**src/design/mhpq_pkg.sv**
```systemverilog
// Shared types and constants of the max-heap priority queue.
// No dependencies; used by mhpq_ctrl, the top level and the checker.
`default_nettype none

package mhpq_pkg;

  localparam int unsigned CAPACITY  = 64;
  localparam int unsigned KEY_W     = 32;
  localparam int unsigned IDX_W     = $clog2(CAPACITY);
  localparam int unsigned CNT_W     = $clog2(CAPACITY + 1);
  localparam int unsigned CHD_W     = IDX_W + 2;
  localparam int unsigned OUT_CNT_W = 7;

  localparam logic OP_INSERT = 1'b0;
  localparam logic OP_DELETE = 1'b1;

  typedef enum logic [1:0] {
    ST_DONE  = 2'd0,
    ST_FULL  = 2'd1,
    ST_EMPTY = 2'd2
  } status_e;

  typedef logic signed [KEY_W-1:0] key_t;

  typedef struct packed {
    status_e              status;
    key_t                 removed;
    key_t                 top;
    logic                 top_valid;
    logic [OUT_CNT_W-1:0] count;
  } result_t;

endpackage

`default_nettype wire

```
**src/design/mhpq_ram.sv**
```systemverilog
// Generic single-write, dual-read synchronous RAM with registered read data.
// No dependencies.
`default_nettype none

module mhpq_ram #(
  parameter int unsigned DEPTH = 64,
  parameter int unsigned WIDTH = 32
) (
  input  wire logic                     clk_i,
  input  wire logic                     we_i,
  input  wire logic [$clog2(DEPTH)-1:0] waddr_i,
  input  wire logic [WIDTH-1:0]         wdata_i,
  input  wire logic [$clog2(DEPTH)-1:0] raddr0_i,
  output logic      [WIDTH-1:0]         rdata0_o,
  input  wire logic [$clog2(DEPTH)-1:0] raddr1_i,
  output logic      [WIDTH-1:0]         rdata1_o
);

  logic [WIDTH-1:0] mem [DEPTH];

  always_ff @(posedge clk_i) begin
    if (we_i) begin
      mem[waddr_i] <= wdata_i;
    end
    rdata0_o <= mem[raddr0_i];
    rdata1_o <= mem[raddr1_i];
  end

endmodule

`default_nettype wire

```
**src/design/mhpq_ctrl.sv**
```systemverilog
// Sequencer of the max-heap priority queue: insert sift-up, delete sift-down.
// Depends on mhpq_pkg; owns the heap RAM instance (mhpq_ram).
`default_nettype none

module mhpq_ctrl (
  input  wire logic             clk_i,
  input  wire logic             rst_ni,
  input  wire logic             in_valid_i,
  output logic                  in_stall_o,
  input  wire logic             op_i,
  input  wire mhpq_pkg::key_t   value_i,
  output logic                  res_valid_o,
  input  wire logic             res_take_i,
  output mhpq_pkg::result_t     res_o
);
  import mhpq_pkg::*;

  typedef enum logic [2:0] {
    S_IDLE,
    S_UP,
    S_UP_CMP,
    S_LAST,
    S_LAST_W,
    S_DN,
    S_DN_CMP,
    S_OUT
  } state_e;

  state_e           state_q, state_d;
  logic [CNT_W-1:0] count_q, count_d;
  logic [IDX_W-1:0] pos_q, pos_d;
  key_t             key_q, key_d;
  key_t             root_q, root_d;
  key_t             removed_q, removed_d;
  status_e          status_q, status_d;

  logic             we;
  logic [IDX_W-1:0] waddr, raddr0, raddr1;
  key_t             wdata, rdata0, rdata1;

  logic [IDX_W-1:0] parent;
  logic [CHD_W-1:0] left, right, n_ext;
  logic             l_ok, r_ok, take_l, take_r;
  key_t             cand;

  mhpq_ram #(
    .DEPTH (CAPACITY),
    .WIDTH (KEY_W)
  ) u_ram (
    .clk_i    (clk_i),
    .we_i     (we),
    .waddr_i  (waddr),
    .wdata_i  (wdata),
    .raddr0_i (raddr0),
    .rdata0_o (rdata0),
    .raddr1_i (raddr1),
    .rdata1_o (rdata1)
  );

  assign parent = (pos_q - IDX_W'(1)) >> 1;
  assign left   = {1'b0, pos_q, 1'b1};
  assign right  = left + CHD_W'(1);
  assign n_ext  = CHD_W'(count_q);
  assign l_ok   = left < n_ext;
  assign r_ok   = right < n_ext;
  assign take_l = l_ok && (rdata0 > key_q);
  assign cand   = take_l ? rdata0 : key_q;
  assign take_r = r_ok && (rdata1 > cand);

  always_comb begin
    state_d     = state_q;
    count_d     = count_q;
    pos_d       = pos_q;
    key_d       = key_q;
    removed_d   = removed_q;
    status_d    = status_q;
    we          = 1'b0;
    waddr       = pos_q;
    wdata       = key_q;
    raddr0      = parent;
    raddr1      = '0;
    res_valid_o = 1'b0;

    case (state_q)
      S_IDLE: begin
        if (in_valid_i) begin
          removed_d = '0;
          status_d  = ST_DONE;
          if (op_i == OP_INSERT) begin
            if (count_q == CNT_W'(CAPACITY)) begin
              status_d = ST_FULL;
              state_d  = S_OUT;
            end else begin
              key_d   = value_i;
              pos_d   = IDX_W'(count_q);
              count_d = count_q + CNT_W'(1);
              state_d = S_UP;
            end
          end else begin
            if (count_q == '0) begin
              status_d = ST_EMPTY;
              state_d  = S_OUT;
            end else begin
              removed_d = root_q;
              count_d   = count_q - CNT_W'(1);
              state_d   = (count_q == CNT_W'(1)) ? S_OUT : S_LAST;
            end
          end
        end
      end
      S_UP: begin
        if (pos_q == '0) begin
          we      = 1'b1;
          state_d = S_OUT;
        end else begin
          state_d = S_UP_CMP;
        end
      end
      S_UP_CMP: begin
        we = 1'b1;
        if (key_q > rdata0) begin
          wdata   = rdata0;
          pos_d   = parent;
          state_d = S_UP;
        end else begin
          state_d = S_OUT;
        end
      end
      S_LAST: begin
        raddr0  = IDX_W'(count_q);
        state_d = S_LAST_W;
      end
      S_LAST_W: begin
        key_d   = rdata0;
        pos_d   = '0;
        state_d = S_DN;
      end
      S_DN: begin
        raddr0 = left[IDX_W-1:0];
        raddr1 = right[IDX_W-1:0];
        if (!l_ok) begin
          we      = 1'b1;
          state_d = S_OUT;
        end else begin
          state_d = S_DN_CMP;
        end
      end
      S_DN_CMP: begin
        we = 1'b1;
        if (take_r) begin
          wdata   = rdata1;
          pos_d   = right[IDX_W-1:0];
          state_d = S_DN;
        end else if (take_l) begin
          wdata   = rdata0;
          pos_d   = left[IDX_W-1:0];
          state_d = S_DN;
        end else begin
          state_d = S_OUT;
        end
      end
      S_OUT: begin
        res_valid_o = 1'b1;
        if (res_take_i) begin
          state_d = S_IDLE;
        end
      end
      default: begin
        state_d = S_IDLE;
      end
    endcase
  end

  // Mirror entry zero so the top key is known without a RAM read.
  assign root_d = (we && waddr == '0) ? wdata : root_q;

  assign in_stall_o          = (state_q != S_IDLE);
  assign res_o.status        = status_q;
  assign res_o.removed       = removed_q;
  assign res_o.top           = (count_q != '0) ? root_q : '0;
  assign res_o.top_valid     = (count_q != '0);
  assign res_o.count         = OUT_CNT_W'(count_q);

  always_ff @(posedge clk_i or negedge rst_ni) begin
    if (!rst_ni) begin
      state_q   <= S_IDLE;
      count_q   <= '0;
      pos_q     <= '0;
      key_q     <= '0;
      root_q    <= '0;
      removed_q <= '0;
      status_q  <= ST_DONE;
    end else begin
      state_q   <= state_d;
      count_q   <= count_d;
      pos_q     <= pos_d;
      key_q     <= key_d;
      root_q    <= root_d;
      removed_q <= removed_d;
      status_q  <= status_d;
    end
  end

endmodule

`default_nettype wire

```
**src/design/max_heap_priority_queue.sv**
```systemverilog
// Binary max-heap priority queue of signed 32-bit keys, up to CAPACITY (64) keys, held in
// one synchronous RAM with a registered read. An insert (op 0) places the key in the hole at
// the end and walks it up; a delete-max (op 1) returns the root, takes the last key into the
// root hole and walks it down, swapping with the larger child while that child is strictly
// larger (left on a tie). Every accepted item gives exactly one result: status (0 done,
// 1 rejected full, 2 rejected empty), removed key, top key, top valid and key count after the
// operation. Items are worked one at a time; each heap level takes a RAM read state and a
// compare-and-write state, since the store has a single write port; a rejected item goes
// straight to the result state. One result may wait in the output register while the next
// item is taken in. No clearing pass runs after reset: only entries below the count are
// read.
// Depends on mhpq_pkg, mhpq_ctrl and mhpq_ram.
`default_nettype none

module max_heap_priority_queue (
  input  wire logic                           clk_i,
  input  wire logic                           rst_ni,
  // input channel
  input  wire logic                           in_valid_i,
  output logic                                in_stall_o,
  input  wire logic                           op_i,
  input  wire logic signed [mhpq_pkg::KEY_W-1:0] value_i,
  // result channel
  output logic                                out_valid_o,
  input  wire logic                           out_stall_i,
  output logic [1:0]                          status_o,
  output logic signed [mhpq_pkg::KEY_W-1:0]   removed_value_o,
  output logic signed [mhpq_pkg::KEY_W-1:0]   top_value_o,
  output logic                                top_valid_o,
  output logic [mhpq_pkg::OUT_CNT_W-1:0]      count_o
);
  import mhpq_pkg::*;

  logic    res_valid;
  logic    res_take;
  result_t res;

  logic    out_valid_q, out_valid_d;
  result_t out_res_q, out_res_d;

  mhpq_ctrl u_ctrl (
    .clk_i       (clk_i),
    .rst_ni      (rst_ni),
    .in_valid_i  (in_valid_i),
    .in_stall_o  (in_stall_o),
    .op_i        (op_i),
    .value_i     (value_i),
    .res_valid_o (res_valid),
    .res_take_i  (res_take),
    .res_o       (res)
  );

  // Load a finished result when the output slot is empty or being transferred this cycle.
  assign res_take = !out_valid_q || !out_stall_i;

  always_comb begin
    out_valid_d = out_valid_q;
    out_res_d   = out_res_q;
    if (res_valid && res_take) begin
      out_valid_d = 1'b1;
      out_res_d   = res;
    end else if (out_valid_q && !out_stall_i) begin
      // drop the slot once its transfer completes
      out_valid_d = 1'b0;
    end
  end

  always_ff @(posedge clk_i or negedge rst_ni) begin
    if (!rst_ni) begin
      out_valid_q <= 1'b0;
      out_res_q   <= '0;
    end else begin
      out_valid_q <= out_valid_d;
      out_res_q   <= out_res_d;
    end
  end

  assign out_valid_o     = out_valid_q;
  assign status_o        = out_res_q.status;
  assign removed_value_o = out_res_q.removed;
  assign top_value_o     = out_res_q.top;
  assign top_valid_o     = out_res_q.top_valid;
  assign count_o         = out_res_q.count;

endmodule

`default_nettype wire

```
**config.mk**
```make
export PLATFORM = sky130hd
export DESIGN_NAME = max_heap_priority_queue
export DESIGN_NICKNAME = d
export VERILOG_FILES = /design/src/design/mhpq_pkg.sv /design/src/design/mhpq_ram.sv /design/src/design/mhpq_ctrl.sv /design/src/design/max_heap_priority_queue.sv
export SDC_FILE = /design/constraint.sdc
export NUM_CORES = 2
export LEC_CHECK = 0
export BUFFER_PORTS_ARGS = -buffer_cell sky130_fd_sc_hd__buf_2
export CAP_MARGIN = 10
export CORE_MARGIN = 4
export CORE_UTILIZATION = 60
export CTS_CLUSTER_SIZE = 25
export DETAILED_ROUTE_END_ITERATION = 6
export PLACE_DENSITY = 0.77
export REMOVE_ABC_BUFFERS = 1
export SYNTH_ARGS = -nofsm -noshare
export SYNTH_HDL_FRONTEND = slang
export SYNTH_SLANG_ARGS = --single-unit
```
**constraint.sdc**
```tcl
create_clock -name clk_i -period 10.83 [get_ports clk_i]
set_input_delay 2.166 -clock clk_i [delete_from_list [all_inputs] [get_ports clk_i]]
set_output_delay 2.166 -clock clk_i [all_outputs]
set_load 0.005 [all_outputs]
```
==> results.yml <==
status:
  status: "completed"
clock_tree:
  clk_pin_slew_ns: 0.06
  clk_sinks: 2301
  clk-insertion-delay-late_ns: 0.89
  cts.htree.levels: 4
  cts_made_buffers: 225
  hold_buffer_count_at_cts: 0
  postCtsSetupBuffers: 0
  ctsResizeCount: 0
  cts_root_buf: "clkbuf_16"
  number_of_buffers_between_clock_root_and_the_deepest_sink: 3
  clock_tree_from_tritoncts: "built"
final_layout:
  nets: 6690
  num-fill-cells: 11560
  final_layout_size_suffix_gt1_share_pct: 13.46
  post_layout_nonfiller_instances: 9089
  postLayoutCoreUtil_pct: 66.67
  area_overhead_of_the_layout_relative_to_synthesis_pct: 10.50
worst_hold_path:
  worst_hold_path_type: "flip-flop to flip-flop"
worst_setup_path:
  critPathCaptureType: "flip-flop"
  timing.critical_path.cells: "inv_8 -> ha_1 -> nor2b_1 -> o211ai_1 -> o2bb2ai_1 -> o211ai_1 -> mux2i_4 -> buf_4 -> mux2i_1 -> ha_1 -> nand4_1 -> inv_1 -> a221oi_1 -> o211ai_1 -> o21a_1 -> o21ai_4 -> buf_4 -> o21ai_0 -> a21oi_1 -> nand2b_2"
  critical-path-slowest-cell: "nand2b_2"
  crit_fanout: 96
  cp_most_frequent_cell: "o211ai_1"
  arrival_ns: 8.92
  timing.critical_path.slowest_cell_delay_ns: 1.00
  timing.critical_path.required_ns: 11.31
  crit_type: "flip-flop to flip-flop"
  element_type_at_the_critical_path_start: "flip-flop"
sta:
  finalSetupViolations: 0
  final_max_slew_viol_count: 0
  slew_limit_headroom_pct: 12.43
  transition_time_at_the_pin_with_the_least_slew_margin_ns: 1.310
  finalCriticalPeriod_ns: 8.439
  setup_ws_ns: 2.391
  grt_setup_unrepaired: "false"
  finalCritPeriodShare_pct: 77.92
  finClkSkew_ns: 0.05269
  max_clock_freq_mhz: 118.5
  timing.hold.ws_ns: 0.4729
  timing.final.hold_violations: 0
placed_design:
  place.gp.congestion: 0.9191
  count_of_input_and_output_buffers: 112
  hpwlAfterDp_mm: 181.3
  dpl.cell_count: 8653
  placement.setup.worst_slack_ns: 2.548
logic_synthesis:
  postSynthAreaPerCell_um2: 15.82
  asyncSetResetFlopFracSynth_pct: 8.214
  synthDistinctLibCells: 72
  synth-edff-count: 2048
  synth_cells: 6550
  post-synth-top-area-fraction_pct: 59.35
  synthDominantAreaCellType: "edfxtp_1"
  ys_seq_area_share_pct: 65.15
  synthesis.area_um2: 103600
  ffs_latches_synth: 2301
  yosysWarnings: 0
  synth_ff_type: "edfxtp_1"
  synth.top_cells.by_area: "edfxtp_1 (59%), mux2i_1 (20%), dfrtp_1 (4.6%)"
drt:
  drt-met1-wl_mm: 118.5
  highest-signal-layer: "met5"
  via_count: 63373
  postRouteAntennaNets: 0
  met3WireLength_mm: 36.42
  first_drt_iteration_drcs: 9414
  detailedRoute.firstPassIterationCount: 6
  route.detailed.vias_per_inst: 6.972
  drt-total-wl_mm: 318.9
  drc: 0
  detailroute.wirelength.met2_mm: 142.1
  detailed_route_wire_length_per_cell_um: 35.09
global_routing:
  grt.total_usage_pct: 35.00
  grt_first_pass_wirelength_mm: 447.3
  globalRouteOverflowTotal: 0
  grt_max_degree: 140
  antenna_found_initial: 18
  number_of_global_route_vias_before_repair: 61411
flow_run:
  max_cap_viol_count: 0
die:
  floorplan.die.width_um: 423.6
  start_util_pct: 60.33
  die_area_um2: 179400
  core_area_um2: 171700
  row_count: 152
  io_pins: 113
  die_h_um: 423.6
[Yosys cell counts (all sizes together), types with 2 or more instances]
| cell | n |
|---|---|
| a21boi | 2 |
| a22oi | 33 |
| nor4 | 9 |
| buf | 236 |
| nand3 | 17 |
| ha | 82 |
| o21ai | 288 |
| inv | 51 |
| or4 | 3 |
| a32oi | 2 |
| or2 | 9 |
| a221oi | 3 |
| a21oi | 100 |
| or3 | 8 |
| nand4 | 16 |
| o22ai | 135 |
| o21bai | 3 |
| nor4b | 2 |
| edfxtp | 2048 |
| nand3b | 2 |
| a311o | 2 |
| a21o | 7 |
| a22o | 68 |
| xnor2 | 11 |
| nand2b | 36 |
| a2111oi | 3 |
| nor3b | 3 |
| nor2 | 83 |
| o22a | 31 |
| mux2 | 72 |
| o211ai | 70 |
| o221ai | 128 |
| xor2 | 5 |
| a211oi | 34 |
| nor3 | 9 |
| nand2 | 175 |
| dfrtp | 189 |
| mux4 | 128 |
| nor2b | 41 |
| clkbuf | 233 |
| o21a | 2 |
| o31ai | 2 |
| dfxtp | 64 |
| a31oi | 3 |
| mux2i | 2086 |
[path summary, 6_finish.rpt]
kind                       cells past startpoint  slack [ns]                       to             from
max                                           20        2.39  u_ctrl.u_ram.mem[4][31]  u_ctrl.pos_q[0]
min                                            1        0.47              top_valid_o      top_valid_o
max reg2reg                                   20        2.39  u_ctrl.u_ram.mem[4][31]  u_ctrl.pos_q[0]
min reg2reg                                    1        0.47              top_valid_o      top_valid_o
max in group asynchronous                      2        8.07          top_value_o[30]           rst_ni
min in group asynchronous                      1        1.30      removed_value_o[28]           rst_ni
[layer usage]
layer | global-route usage (%) | vias up
li1 | - | 26025
met1 | 47.68 | 32234
met2 | 52.13 | 4251
met3 | 7.677 | 855
met4 | 20.91 | 8
met5 | 0 | -
[flip-flops by register name (all words and copies together), names as in the netlist, 32 cells and up]
register and flops:
u_ctrl.root_q 32, u_ctrl.u_ram.rdata1_o 32, u_ctrl.removed_q 32, u_ctrl.u_ram.rdata0_o 32, u_ctrl.key_q 32, u_ctrl.u_ram.mem 2048
top_value_o 32, removed_value_o 32
[metrics by stage]
stage	setup TNS, ns	cell area, µm²
2_1_floorplan	-2300.76	101600
3_3_place_gp	0	107100
3_5_place_dp	0	107100
4_1_cts	0	114400
5_1_grt	0	114500
6_report	0	114500
[cell usage in the layout, fill, tap and decap left out, types with 13 or more instances in the layout]
cell	count
a211oi_1	34
a21oi_1	99
a22o_1	65
a22oi_1	31
buf_12	19
buf_2	111
buf_4	132
bufinv_16	18
clkbuf_1	54
clkbuf_16	229
clkinv_1	44
clkinv_2	45
dfrtp_1	189
dfxtp_1	64
edfxtp_1	2048
ha_1	82
inv_1	50
mux2_2	68
mux2i_1	2085
mux4_2	128
nand2_1	173
nand2b_1	13
nand2b_2	23
nand3_1	16
nand4_1	16
nor2_1	14
nor2_4	68
nor2b_1	39
o211ai_1	70
o21ai_0	284
o221ai_1	128
o22a_1	31
o22ai_1	135
[cell type report]
| cell class | instances | area [µm²] | share of cell area (%) |
|---|---|---|---|
| diodes | 12 | 30.03 | 0.02623 |
| clock buffers | 293 | 6071 | 5.302 |
| clock inverters | 130 | 1251 | 1.093 |
| inverters | 51 | 198.9 | 0.1738 |
| multi-input cells | 3729 | 34600 | 30.22 |
| flip-flops and latches | 2301 | 67510 | 58.97 |
| well taps | 2310 | 2890 | 2.524 |
| repair buffers | 263 | 1942 | 1.696 |
[critical path: cells and delay by family, from the launching register on]
family	cells	cell delay (ns)
compound gates	9	2.59
mux	2	1.18
fa+ha+maj	2	0.58
simple gates	3	1.23
buf+inv	4	1.79
flops	1	0.56
[cells by family after synthesis]
| kind of cell | after synthesis | share of synthesized area (%) |
|---|---|---|
| simple gates | 420 | 1.939 |
| buf+inv | 520 | 2.134 |
| fa+ha+maj | 82 | 0.9902 |
| mux | 2286 | 23.73 |
| compound gates | 925 | 5.912 |
| flops | 2301 | 65.15 |
| xor+xnor | 16 | 0.1352 |
Power is not shown: default switching activity piles up to over one toggle a cycle in this logic, so the estimate is an artifact.
